==> config.mk <==
export PLATFORM = sky130hd
export DESIGN_NAME = qvr_front
export DESIGN_NICKNAME = d
export VERILOG_FILES = /design/src/rtl/qvr_pkg.sv /design/src/rtl/qvr_front.sv
export SDC_FILE = /design/constraint.sdc
export NUM_CORES = 2
export LEC_CHECK = 0
export ABC_CLOCK_PERIOD_IN_PS = 9100
export BUFFER_PORTS_ARGS = -buffer_cell sky130_fd_sc_hd__buf_2
export CORE_AREA = 2 2 477 479
export DETAILED_ROUTE_END_ITERATION = 10
export DIE_AREA = 0 0 479 481
export PLACE_DENSITY = 0.58
export SLEW_MARGIN = 5
export SYNTH_ARGS = -nofsm -noshare
export SYNTH_HDL_FRONTEND = slang
export SYNTH_SLANG_ARGS = --single-unit
==> constraint.sdc <==
create_clock -name clk -period 9.1 [get_ports clk]
set_input_delay 0 -clock clk [delete_from_list [all_inputs] [get_ports clk]]
set_output_delay 0 -clock clk [all_outputs]
set_load 0.01 [all_outputs]
==> src/rtl/qvr_pkg.sv <==
// Package for the quaternion vector rotation block.
// Holds the field widths, the derived datapath widths and the queue entry type.
// No dependencies; every rtl module imports it.
package qvr_pkg;

  // Larger of two widths, used to keep derived widths sane.
  function automatic int wmax(input int a, input int b);
    return (a > b) ? a : b;
  endfunction

  // Field widths and fixed-point scale.
  localparam int VEC_WIDTH  = 16;
  localparam int QUAT_WIDTH = 16;
  localparam int FRAC_BITS  = 14;

  // First cross product: product, difference and its double.
  localparam int PROD1_W = VEC_WIDTH + QUAT_WIDTH;
  localparam int C_W     = PROD1_W + 1;
  localparam int C2_W    = C_W + 1;
  // t = round(2c), back at vector scale.
  localparam int T_W     = wmax(C2_W + 1 - FRAC_BITS, 2);

  // Second stage: w*t and qv x t.
  localparam int PROD2_W = QUAT_WIDTH + T_W;
  localparam int S_W     = PROD2_W + 1;
  localparam int U_W     = wmax(PROD2_W + 1 - FRAC_BITS, 2);
  localparam int D_W     = wmax(S_W + 1 - FRAC_BITS, 2);
  // Unsaturated result sum.
  localparam int R_W     = wmax(wmax(U_W, D_W), VEC_WIDTH) + 2;

  // Queue between the front and back parts.
  localparam int QUEUE_DEPTH = 4;
  localparam int QPTR_W      = $clog2(QUEUE_DEPTH);
  localparam int QCNT_W      = $clog2(QUEUE_DEPTH + 1);

  // One queued item: the operands the back part still needs, plus t.
  typedef struct packed {
    logic signed [VEC_WIDTH-1:0]  vx;
    logic signed [VEC_WIDTH-1:0]  vy;
    logic signed [VEC_WIDTH-1:0]  vz;
    logic signed [QUAT_WIDTH-1:0] qx;
    logic signed [QUAT_WIDTH-1:0] qy;
    logic signed [QUAT_WIDTH-1:0] qz;
    logic signed [QUAT_WIDTH-1:0] qw;
    logic signed [T_W-1:0]        tx;
    logic signed [T_W-1:0]        ty;
    logic signed [T_W-1:0]        tz;
  } qvr_item_t;

endpackage

==> src/rtl/qvr_front.sv <==
// Front part of the quaternion vector rotation block.
// Captures each accepted item and forms t = round(2 * (qv x v)) in two stages.
// Depends on qvr_pkg.
module qvr_front (
  input  logic                                clk,
  input  logic                                rst,
  input  logic                                accept,
  input  logic signed [qvr_pkg::VEC_WIDTH-1:0]  vec_x,
  input  logic signed [qvr_pkg::VEC_WIDTH-1:0]  vec_y,
  input  logic signed [qvr_pkg::VEC_WIDTH-1:0]  vec_z,
  input  logic signed [qvr_pkg::QUAT_WIDTH-1:0] quat_x,
  input  logic signed [qvr_pkg::QUAT_WIDTH-1:0] quat_y,
  input  logic signed [qvr_pkg::QUAT_WIDTH-1:0] quat_z,
  input  logic signed [qvr_pkg::QUAT_WIDTH-1:0] quat_w,
  output logic                                push,
  output qvr_pkg::qvr_item_t                  item,
  output logic [1:0]                          inflight
);
  import qvr_pkg::*;

  localparam logic [C2_W:0] T_HALF = {{C2_W{1'b0}}, 1'b1} << (FRAC_BITS - 1);

  // Round half up of a value at scale 2^FRAC_BITS back to vector scale.
  function automatic logic signed [T_W-1:0] round_t(input logic signed [C2_W-1:0] x);
    logic signed [C2_W:0] sum;
    logic signed [C2_W:0] shifted;
    sum     = (C2_W + 1)'(x) + $signed(T_HALF);
    shifted = sum >>> FRAC_BITS;
    return shifted[T_W-1:0];
  endfunction

  // Stage A: operands and the six cross-product terms.
  logic                         a_valid;
  logic signed [VEC_WIDTH-1:0]  a_vx, a_vy, a_vz;
  logic signed [QUAT_WIDTH-1:0] a_qx, a_qy, a_qz, a_qw;
  logic signed [PROD1_W-1:0]    a_px_pos, a_px_neg;
  logic signed [PROD1_W-1:0]    a_py_pos, a_py_neg;
  logic signed [PROD1_W-1:0]    a_pz_pos, a_pz_neg;

  // Stage B valid; the payload is the item register itself.
  logic                         b_valid;

  logic signed [C_W-1:0]        cx, cy, cz;

  // Stage A valid follows the transfer at the input.
  always_ff @(posedge clk) begin
    if (rst) begin
      a_valid <= 1'b0;
      b_valid <= 1'b0;
    end else begin
      a_valid <= accept;
      b_valid <= a_valid;
    end
  end

  // Stage A payload: the operands and the products of qv x v.
  always_ff @(posedge clk) begin
    if (accept) begin
      a_vx     <= vec_x;
      a_vy     <= vec_y;
      a_vz     <= vec_z;
      a_qx     <= quat_x;
      a_qy     <= quat_y;
      a_qz     <= quat_z;
      a_qw     <= quat_w;
      a_px_pos <= quat_y * vec_z;
      a_px_neg <= quat_z * vec_y;
      a_py_pos <= quat_z * vec_x;
      a_py_neg <= quat_x * vec_z;
      a_pz_pos <= quat_x * vec_y;
      a_pz_neg <= quat_y * vec_x;
    end
  end

  // Cross product differences at full width.
  always_comb begin
    cx = C_W'(a_px_pos) - C_W'(a_px_neg);
    cy = C_W'(a_py_pos) - C_W'(a_py_neg);
    cz = C_W'(a_pz_pos) - C_W'(a_pz_neg);
  end

  // Stage B: double, round and package the item for the queue.
  always_ff @(posedge clk) begin
    if (a_valid) begin
      item.vx <= a_vx;
      item.vy <= a_vy;
      item.vz <= a_vz;
      item.qx <= a_qx;
      item.qy <= a_qy;
      item.qz <= a_qz;
      item.qw <= a_qw;
      item.tx <= round_t({cx, 1'b0});
      item.ty <= round_t({cy, 1'b0});
      item.tz <= round_t({cz, 1'b0});
    end
  end

  assign push     = b_valid;
  assign inflight = {1'b0, a_valid} + {1'b0, b_valid};

endmodule

==> results.toml <==
[die]
core_area_um2 = 226000
dieHeight_um = 481
std_cell_rows = 175
die_area_um2 = 230000
initial_core_util = 0.347
die_x_um = 479
ios = 293

[drt]
drc = 0
first_iter_violations = 3368
ant_nets = 0
post_drt_wl_per_cell_um = 20.2
routed_wl_um = 224000
via_count = 53300
drtPass1Iterations = 6
via_per_inst = 4.81

[worst_setup_path]
timing.rr.end = "item[19]"
slowest_delay_ns = 0.80
cp.required_ns = 9.55
slowest_stage = "a2111oi_0"
path_max_fanout = 34
cp.arrival_ns = 7.95
cp-end-kind = "register"
startpoint_type = "input port"
r2r-start = "a_pz_pos[4]"
path_class = "input port to register"
ff2ff_path_depth = 14
crit_end = "a_py_neg[31]"
path_common_cell = "fa_1"
startpoint = "quat_x[5]"
rrSetupSlack_ns = 3.63

[global_route]
grt_pass1_wl_um = 349000
gr-usage-all-layers = 0.200
grt-ovfl-total = 0
grt_max_degree = 126
grt_pass1_vias = 58000
antenna_found_initial = 15

[synthesis]
post_synth_num_cell_types = 82
synth_area_per_cell_um2 = 10.1
synth_ff_type = "edfxtp_1"
synthArstFlopShare = 0
netlist.area_leader.share = 0.402
syn_nets = 10000
seq_area_frac_synth = 0.184
yosysTopAreaCell = "fa_1"
yosys-top-cells-count = "1862 x inv_1, 1572 x fa_1, 797 x nand2_1"
synthTopCellsByArea = "fa_1 40%, edfxtp_1 18%, ha_1 9.4%"
yosysWarnings = 0
synth_area_um2 = 78400
synth_edf_count = 479
synth.most_common_cell = "inv_1"
synth_cells = 7755
ys_seq_elements = 481

[sta]
clock_skew_ns = 0.0434
fin_crit_sh = 0.825
hold_viol_final = 0
slew_headroom = 0.274
totalNegativeSetupSlack_ns = 0
final.min_clock_period_ns = 7.51
worstMarginPinSlew_ns = 1.08
finalWorstSetupSlack_ns = 1.59
setup_viol = 0
rsz0062_at_grt = "false"
slew_viol_final = 0
clock.fmax_ghz = 0.133

[clock_network]
root_buffer = "clkbuf_16"
cts_buffer_depth = 3
clock_sinks = 481
htreeDepth = 3
insertion_delay_ns = 0.75
post-cts-setup-buffers = 0
cts_tree = "built"
cts_buffers = 71
clk_pin_slew_ns = 0.05

[min_path]
hold_class = "input port to register"
hold_depth = 2

[placed_design]
io_buffers = 292
gp_congestion = 0.887
dp_hpwl_um = 178000
dp.cells = 10800
place_ws_ns = 1.42

[cells_and_area]
layout-drive-gt1-share = 0.0648
syn2layout_area_growth_pct = 10.7
finalNonFillerCells = 11100
fin_nets = 10300

[flow_run]
cap_violations = 0

[run_status]
status = "completed"
## per-stage QoR
stage	util	hold WS (ns)	area [um2]
2_1_floorplan	-	0.0716	78400
3_3_place_gp	0.368	0.176	83200
3_5_place_dp	0.368	0.175	83200
4_1_cts	0.384	0.00248	86700
5_1_grt	0.384	0.0412	86700
6_report	0.384	0.0751	86700
## cell usage in the layout, fill, tap and decap left out, types with 89 or more instances in the layout
cell and instances:
buf_4 89, o21ai_0 103, dlygate4sd3_1 112, nand2_1 797, a21oi_1 191, buf_2 291, inv_1 1862, ha_1 589
a21o_1 105, and2_1 765, nor2_1 183, xnor2_1 247, fa_1 1572, edfxtp_1 479
## worst max-delay path, delay by kind of cell
family	cells	cell delay, ns
simple gates	5	1.17
buf+inv	6	1.41
fa+ha+maj	7	3.06
compound gates	6	2.15
xor+xnor	1	0.12
## worst min-delay path by stage
stage / slack (ns) / endpoint / from
final: 0.08 / a_vz[10] / vec_z[10]
after CTS: 0.002 / a_vz[10] / vec_z[10]
after global placement: 0.18 / a_valid / rst
after detailed placement: 0.18 / a_valid / rst
after floorplan: 0.07 / a_valid / rst
after global routing: 0.04 / a_vx[12] / vec_x[12]
## flip-flops by register name, indices dropped and copies added (netlist names), 32 cells and up
signal	cells
a_pz_neg	32
item	175
a_px_neg	32
a_py_neg	32
a_px_pos	32
a_pz_pos	32
a_py_pos	32
## layer usage
metal / track usage / share of wire / up-vias
met4: 0.0832 / 0.046 / 8
li1: - / - / 23900
met1: 0.269 / 0.43 / 27700
met5: 0 / 0.00018 / -
met2: 0.323 / 0.47 / 1471
met3: 0.0282 / 0.058 / 281
## kinds of logic (layout without fill, tap and decap cells)
logic type               Yosys count  count (layout)  share of synthesized area
AO/OA/AOI/OAI                    594             594                     0.0491
flip-flops                       481             481                      0.184
XOR/XNOR                         320             320                     0.0358
adder cells (fa/ha/maj)         2161            2161                      0.496
AND/OR/NAND/NOR                 2035            2035                      0.131
multiplexers                       3               3                   0.000543
buffers and inverters           2161            2483                      0.104
other                              0               6                          0
## cell type report
| class | count | area [um2] |
|---|---|---|
| clock buffer | 78 | 1800 |
| antenna | 6 | 15.0 |
| inverter | 1862 | 6990 |
| timing repair buffer | 494 | 3280 |
| multi-input combinational | 5113 | 55800 |
| clock inverter | 49 | 596 |
| fill | 22300 | 139000 |
| tap | 3009 | 3760 |
| sequential | 481 | 14400 |
## timing repair
| action | 4_1_cts | 5_1_grt |
|---|---|---|
| resized for setup | 0 | 0 |
| hold buffers | 112 | 0 |
| endpoints found under the hold margin | 159 | 0 |
Power is not shown: default switching activity piles up to over one toggle a cycle in this logic, so the estimate is an artifact.
