### src/rtl/qvr_pkg.sv
// Package for the quaternion vector rotation block.
// Holds the field widths, the derived datapath widths and the queue entry type.
// No dependencies; every rtl module imports it.
package qvr_pkg;

  // Larger of two widths, used to keep derived widths sane.
  function automatic int wmax(input int a, input int b);
    return (a > b) ? a : b;
  endfunction

  // Field widths and fixed-point scale.
  localparam int VEC_WIDTH  = 16;
  localparam int QUAT_WIDTH = 16;
  localparam int FRAC_BITS  = 14;

  // First cross product: product, difference and its double.
  localparam int PROD1_W = VEC_WIDTH + QUAT_WIDTH;
  localparam int C_W     = PROD1_W + 1;
  localparam int C2_W    = C_W + 1;
  // t = round(2c), back at vector scale.
  localparam int T_W     = wmax(C2_W + 1 - FRAC_BITS, 2);

  // Second stage: w*t and qv x t.
  localparam int PROD2_W = QUAT_WIDTH + T_W;
  localparam int S_W     = PROD2_W + 1;
  localparam int U_W     = wmax(PROD2_W + 1 - FRAC_BITS, 2);
  localparam int D_W     = wmax(S_W + 1 - FRAC_BITS, 2);
  // Unsaturated result sum.
  localparam int R_W     = wmax(wmax(U_W, D_W), VEC_WIDTH) + 2;

  // Queue between the front and back parts.
  localparam int QUEUE_DEPTH = 4;
  localparam int QPTR_W      = $clog2(QUEUE_DEPTH);
  localparam int QCNT_W      = $clog2(QUEUE_DEPTH + 1);

  // One queued item: the operands the back part still needs, plus t.
  typedef struct packed {
    logic signed [VEC_WIDTH-1:0]  vx;
    logic signed [VEC_WIDTH-1:0]  vy;
    logic signed [VEC_WIDTH-1:0]  vz;
    logic signed [QUAT_WIDTH-1:0] qx;
    logic signed [QUAT_WIDTH-1:0] qy;
    logic signed [QUAT_WIDTH-1:0] qz;
    logic signed [QUAT_WIDTH-1:0] qw;
    logic signed [T_W-1:0]        tx;
    logic signed [T_W-1:0]        ty;
    logic signed [T_W-1:0]        tz;
  } qvr_item_t;

endpackage

### src/rtl/qvr_queue.sv
// Short queue between the front and back parts of the rotation block.
// Register array with a head read; depth set by QUEUE_DEPTH in qvr_pkg.
// Depends on qvr_pkg.
module qvr_queue (
  input  logic                        clk,
  input  logic                        rst,
  input  logic                        push,
  input  qvr_pkg::qvr_item_t          push_item,
  input  logic                        pop,
  output qvr_pkg::qvr_item_t          head,
  output logic                        not_empty,
  output logic [qvr_pkg::QCNT_W-1:0]  count
);
  import qvr_pkg::*;

  qvr_item_t             mem [QUEUE_DEPTH];
  logic [QPTR_W-1:0]     wr_ptr, wr_ptr_next;
  logic [QPTR_W-1:0]     rd_ptr, rd_ptr_next;
  logic [QCNT_W-1:0]     count_next;

  // Pointer and fill count updates.
  always_comb begin
    wr_ptr_next = wr_ptr;
    rd_ptr_next = rd_ptr;
    count_next  = count;
    if (push) begin
      wr_ptr_next = (wr_ptr == QPTR_W'(QUEUE_DEPTH - 1)) ? '0 : wr_ptr + 1'b1;
    end
    if (pop) begin
      rd_ptr_next = (rd_ptr == QPTR_W'(QUEUE_DEPTH - 1)) ? '0 : rd_ptr + 1'b1;
    end
    if (push && !pop) begin
      count_next = count + 1'b1;
    end else if (pop && !push) begin
      count_next = count - 1'b1;
    end
  end

  always_ff @(posedge clk) begin
    if (rst) begin
      wr_ptr <= '0;
      rd_ptr <= '0;
      count  <= '0;
    end else begin
      wr_ptr <= wr_ptr_next;
      rd_ptr <= rd_ptr_next;
      count  <= count_next;
    end
  end

  // Entry storage.
  always_ff @(posedge clk) begin
    if (push) begin
      mem[wr_ptr] <= push_item;
    end
  end

  assign head      = mem[rd_ptr];
  assign not_empty = (count != '0);

`ifndef SYNTHESIS
  // A push never lands on a full queue unless an entry leaves in the same cycle.
  assert_no_overflow: assert property (@(posedge clk) disable iff (rst)
    push && !pop |-> count != QCNT_W'(QUEUE_DEPTH))
    else $error("qvr_queue: push into a full queue");

  // A pop always takes a stored entry.
  assert_no_underflow: assert property (@(posedge clk) disable iff (rst)
    pop |-> count != '0)
    else $error("qvr_queue: pop from an empty queue");
`endif

endmodule

### config.mk
export PLATFORM = sky130hd
export DESIGN_NAME = qvr_queue
export DESIGN_NICKNAME = d
export VERILOG_FILES = /design/src/rtl/qvr_pkg.sv /design/src/rtl/qvr_queue.sv
export SDC_FILE = /design/constraint.sdc
export NUM_CORES = 1
export LEC_CHECK = 0
export BUFFER_PORTS_ARGS = -buffer_cell sky130_fd_sc_hd__buf_2
export CAP_MARGIN = 25
export CORE_ASPECT_RATIO = 1.4
export CORE_MARGIN = 2
export CORE_UTILIZATION = 35
export DETAILED_ROUTE_END_ITERATION = 12
export HOLD_SLACK_MARGIN = 0.12
export MAX_ROUTING_LAYER = met4
export PLACE_DENSITY_LB_ADDON = 0.1
export REMOVE_ABC_BUFFERS = 1
export SLEW_MARGIN = 20
export SYNTH_ARGS = -nofsm -noshare
export SYNTH_HDL_FRONTEND = slang
export SYNTH_SLANG_ARGS = --single-unit
### constraint.sdc
create_clock -name clk -period 4.8 [get_ports clk]
set_input_delay 0.24 -clock clk [delete_from_list [all_inputs] [get_ports clk]]
set_output_delay 0.24 -clock clk [all_outputs]
set_load 0.02 [all_outputs]
==> results_tabular.tex <==
\begin{tabular}{lr}
\hline
Metric & Value \\
\hline
\multicolumn{2}{l}{\textbf{Outcome}} \\
\quad Run status & completed \\
\multicolumn{2}{l}{\textbf{Clock tree}} \\
\quad Post CTS Setup Buffer Count & 0 \\
\quad Number of cells upsized or downsized after cts & 0 \\
\quad Clock network latency to the later pin of the worst-skew pair & 610 ps \\
\quad Clock tree from TritonCTS & yes \\
\quad Maximum buffer depth of the clock tree & 3 \\
\quad Htree depth & 3 \\
\quad Root buffer cell & clkbuf\_16 \\
\quad Number of clock buffers inserted by TritonCTS & 74 \\
\quad Post-CTS Hold Buffers & 178 \\
\quad Clock sink count & 709 \\
\quad Clock edge transition at the registers on the reported setup and hold paths & 70 ps \\
\multicolumn{2}{l}{\textbf{Floorplan}} \\
\quad Die Outline Area & 75670 um\^{}2 \\
\quad Area of the core region & 72760 um\^{}2 \\
\quad Count of boundary I/O pins & 358 \\
\quad Chip Height & 324.7 um \\
\quad Die boundary width & 233.1 um \\
\quad Std cell rows & 117 \\
\quad Initial standard-cell utilization of the core & 35.34\% \\
\multicolumn{2}{l}{\textbf{Job}} \\
\quad Maximum Capacitance Violations & 0 \\
\multicolumn{2}{l}{\textbf{Timing}} \\
\quad Max\_slew headroom & 40.56\% \\
\quad Final worst hold slack & 383.3 ps \\
\quad Final Cycle Share & 63.36\% \\
\quad Final Critical Period & 3041 ps \\
\quad Setup repair after global routing missed its margin & false \\
\quad Final setup vio count & 0 \\
\quad Achievable frequency & 0.3288 GHz \\
\quad Slew @ Worst Pin & 891.6 ps \\
\quad Setup skew after layout & 14.02 ps \\
\quad Hold violation total from the final report & 0 \\
\quad Worst path setup slack after routing & 1759 ps \\
\quad Count of pins over their slew limit & 0 \\
\multicolumn{2}{l}{\textbf{Route}} \\
\quad Total Routed Length & 58.33 mm \\
\quad Number of design-rule violations left by the first detailed-router iteration & 602 \\
\quad Number of routed nets with antenna violations & 0 \\
\quad Ratio of routed vias to standard cells & 4.768 \\
\quad Drt pass-1 iters & 4 \\
\quad Vias post-DR & 12250 \\
\quad DRC violations left & 0 \\
\quad WL per Instance & 22.70 um \\
\multicolumn{2}{l}{\textbf{Power and ir drop}} \\
\quad Switch Pwr & 3.212 mW \\
\quad Switching power as a share of total power & 22.40\% \\
\quad Power share of the clock group & 40.4\% \\
\quad Share of power burned in combinational logic & 9.7\% \\
\quad Max VDD drop & 0.3168 mV \\
\quad Lkg Pwr & 11.13 nW \\
\quad Flop pwr share & 49.9\% \\
\quad Power per Cell Area & 434.4 nW/um\^{}2 \\
\quad Int Power & 11.12 mW \\
\multicolumn{2}{l}{\textbf{Cells and area}} \\
\quad FILL cells & 6199 \\
\quad Top library cells by usage in the layout, fill and taps aside & 700 x edfxtp\_1, 357 x buf\_2, 178 x dlygate4sd3\_1 \\
\quad Area growth from synthesis to final layout & 28.36\% \\
\quad Final cell utilization of the core & 45.36\% \\
\quad Leading cell type in the layout, fill and taps excluded & edfxtp\_1 \\
\quad Total number of nets in the final design & 1743 \\
\quad Post-route cell area & 33000 um\^{}2 \\
\quad Fraction of layout cells with a size suffix above 1 & 41.70\% \\
\multicolumn{2}{l}{\textbf{Yosys}} \\
\quad Netlist Area Pre-Place & 25710 um\^{}2 \\
\quad Post-Synthesis Mean Instance Area & 26.84 um\^{}2 \\
\quad Yosys synthesis warning count & 0 \\
\quad Cell count after synthesis & 958 \\
\quad Seq/Total Area, Yosys & 82.46\% \\
\quad Flip-flop and latch count after synthesis & 709 \\
\quad Count of distinct cell types in the synthesized netlist & 20 \\
\multicolumn{2}{l}{\textbf{Global routing}} \\
\quad Pin count of the biggest net entering global routing & 62 \\
\quad Wire length of the first global-routing pass & 87.85 mm \\
\quad Vias in the first global route & 13650 \\
\quad Total grt overflow & 0 \\
\quad Combined global-route utilization of all metal layers & 16.23\% \\
\quad Initial antenna violation count & 4 \\
\multicolumn{2}{l}{\textbf{Setup path}} \\
\quad Kind of end point of the critical path & primary output \\
\quad Crit path buffers/inverters & 2 \\
\quad WS Path Type & reg -> out \\
\quad Crit Path Max Fanout & 38 \\
\quad Kind of start point of the critical path & flop \\
\quad Top Family by Delay on Critical Path & flip-flops \\
\quad Slowest stage cell on the critical path & dfxtp\_4 \\
\quad Slowest stage delay, CP & 930 ps \\
\quad Data arrival at the endpoint of the critical path & 2800 ps \\
\quad CP Data Required Time & 4560 ps \\
\quad Critical Path, Cell by Cell & buf\_4, mux4\_2, buf\_2 \\
\multicolumn{2}{l}{\textbf{Place}} \\
\quad Count of buffers from port buffering & 357 \\
\quad Final Wtd Congestion & 0.7256 \\
\quad Half-perimeter wire length after placement & 34.98 mm \\
\quad DP Worst Slack & 2253 ps \\
\quad Dpl cell area & 28760 um\^{}2 \\
\multicolumn{2}{l}{\textbf{Hold path}} \\
\quad Worst hold path class & in -> reg \\
\hline
\end{tabular}
## power by group through the flow
stage	Clock [mW]	Combinational (mW)	Sequential (mW)
floorplan	0	0.755	7.36
global placement	0	1.31	7.28
detailed placement	0	1.32	7.29
CTS	5.98	1.45	7.15
global route	6.22	1.51	7.17
finish	5.79	1.40	7.15
## worst paths after layout
kind | startpoint | to | slack [ps] | cells after the start
worst max-delay path | flop | head[130] | 1760 | 3
worst min-delay path | push_item[91] | mem[2][91]$_DFFE_PP_ | 380 | 2
worst max register to register | wr_ptr[0]$_SDFFE_PP0P_ | mem[3][50]$_DFFE_PP_ | 2620 | 4
worst min register to register | count[2]$_SDFFE_PP0P_ | count[2]$_SDFFE_PP0P_ | 500 | 2
## per-layer routing
| layer | vias up | part of all wire [%] | global-route usage [%] |
|---|---|---|---|
| met5 | - | 0 | - |
| met4 | 0 | 2.0 | 4.763 |
| met3 | 74 | 6.2 | 4.205 |
| met2 | 332 | 52 | 27.07 |
| met1 | 6474 | 40 | 19.31 |
| li1 | 5373 | - | - |
## sequential cells by signal (all words and copies together), names as in the netlist, named ones only
register  cells
rd_ptr        2
mem         700
wr_ptr        2
count         3
## worst register-to-register path: cells and delay by family, from the launching register on
kind                       cells  cell delay (ps)
adders and majority gates      1              200
buffers and inverters          2              700
and+or+nand+nor                1              460
DFF                            1              400
## Yosys cell counts (all sizes together)
library cell	instances	area (um^2)
mux4	175	3941
dfxtp	9	180.2
xor2	2	17.52
fa	1	20.02
a21oi	3	15.01
buf	38	309.0
ha	6	75.07
o21ai	1	5.000
inv	5	18.77
or3	2	12.51
clkbuf	1	3.750
nor3b	2	15.01
mux2i	3	30.03
and2	4	25.02
edfxtp	700	21020
nor2	6	22.52
## logic make-up after synthesis
kind of cell	count (synthesis)	share of synthesized area, %
DFF	709	82.46
muxes	178	15.45
buffers and inverters	44	1.290
and+or+nand+nor	14	0.2919
adders and majority gates	7	0.3698
AOI/OAI and AO/OA	4	0.07783
xor gates and xnor gates	2	0.06814
## cell type report
| cell class | instances | area (um^2) | share of cell area (%) |
|---|---|---|---|
| sequential | 709 | 21210 | 64.26 |
| timing repair buffer | 562 | 3936 | 11.93 |
| antenna | 4 | 10.01 | 0.03033 |
| multi-input combinational | 205 | 4189 | 12.69 |
| tap | 952 | 1191 | 3.609 |
| clock inverter | 44 | 479.2 | 1.452 |
| clock buffer | 89 | 1969 | 5.968 |
| inverter | 5 | 18.77 | 0.05687 |
## through the flow
| stage | total power, mW | cells | setup TNS, ps |
|---|---|---|---|
| 6_report | 14.34 | 2570 | 0 |
| 5_1_grt | 14.90 | 2570 | 0 |
| 4_1_cts | 14.58 | 2566 | 0 |
| 3_5_place_dp | 8.604 | 2255 | 0 |
| 3_3_place_gp | 8.582 | 2253 | 0 |
| 2_1_floorplan | 8.113 | 919 | -808910 |
Power figures use the tool's default switching activity.
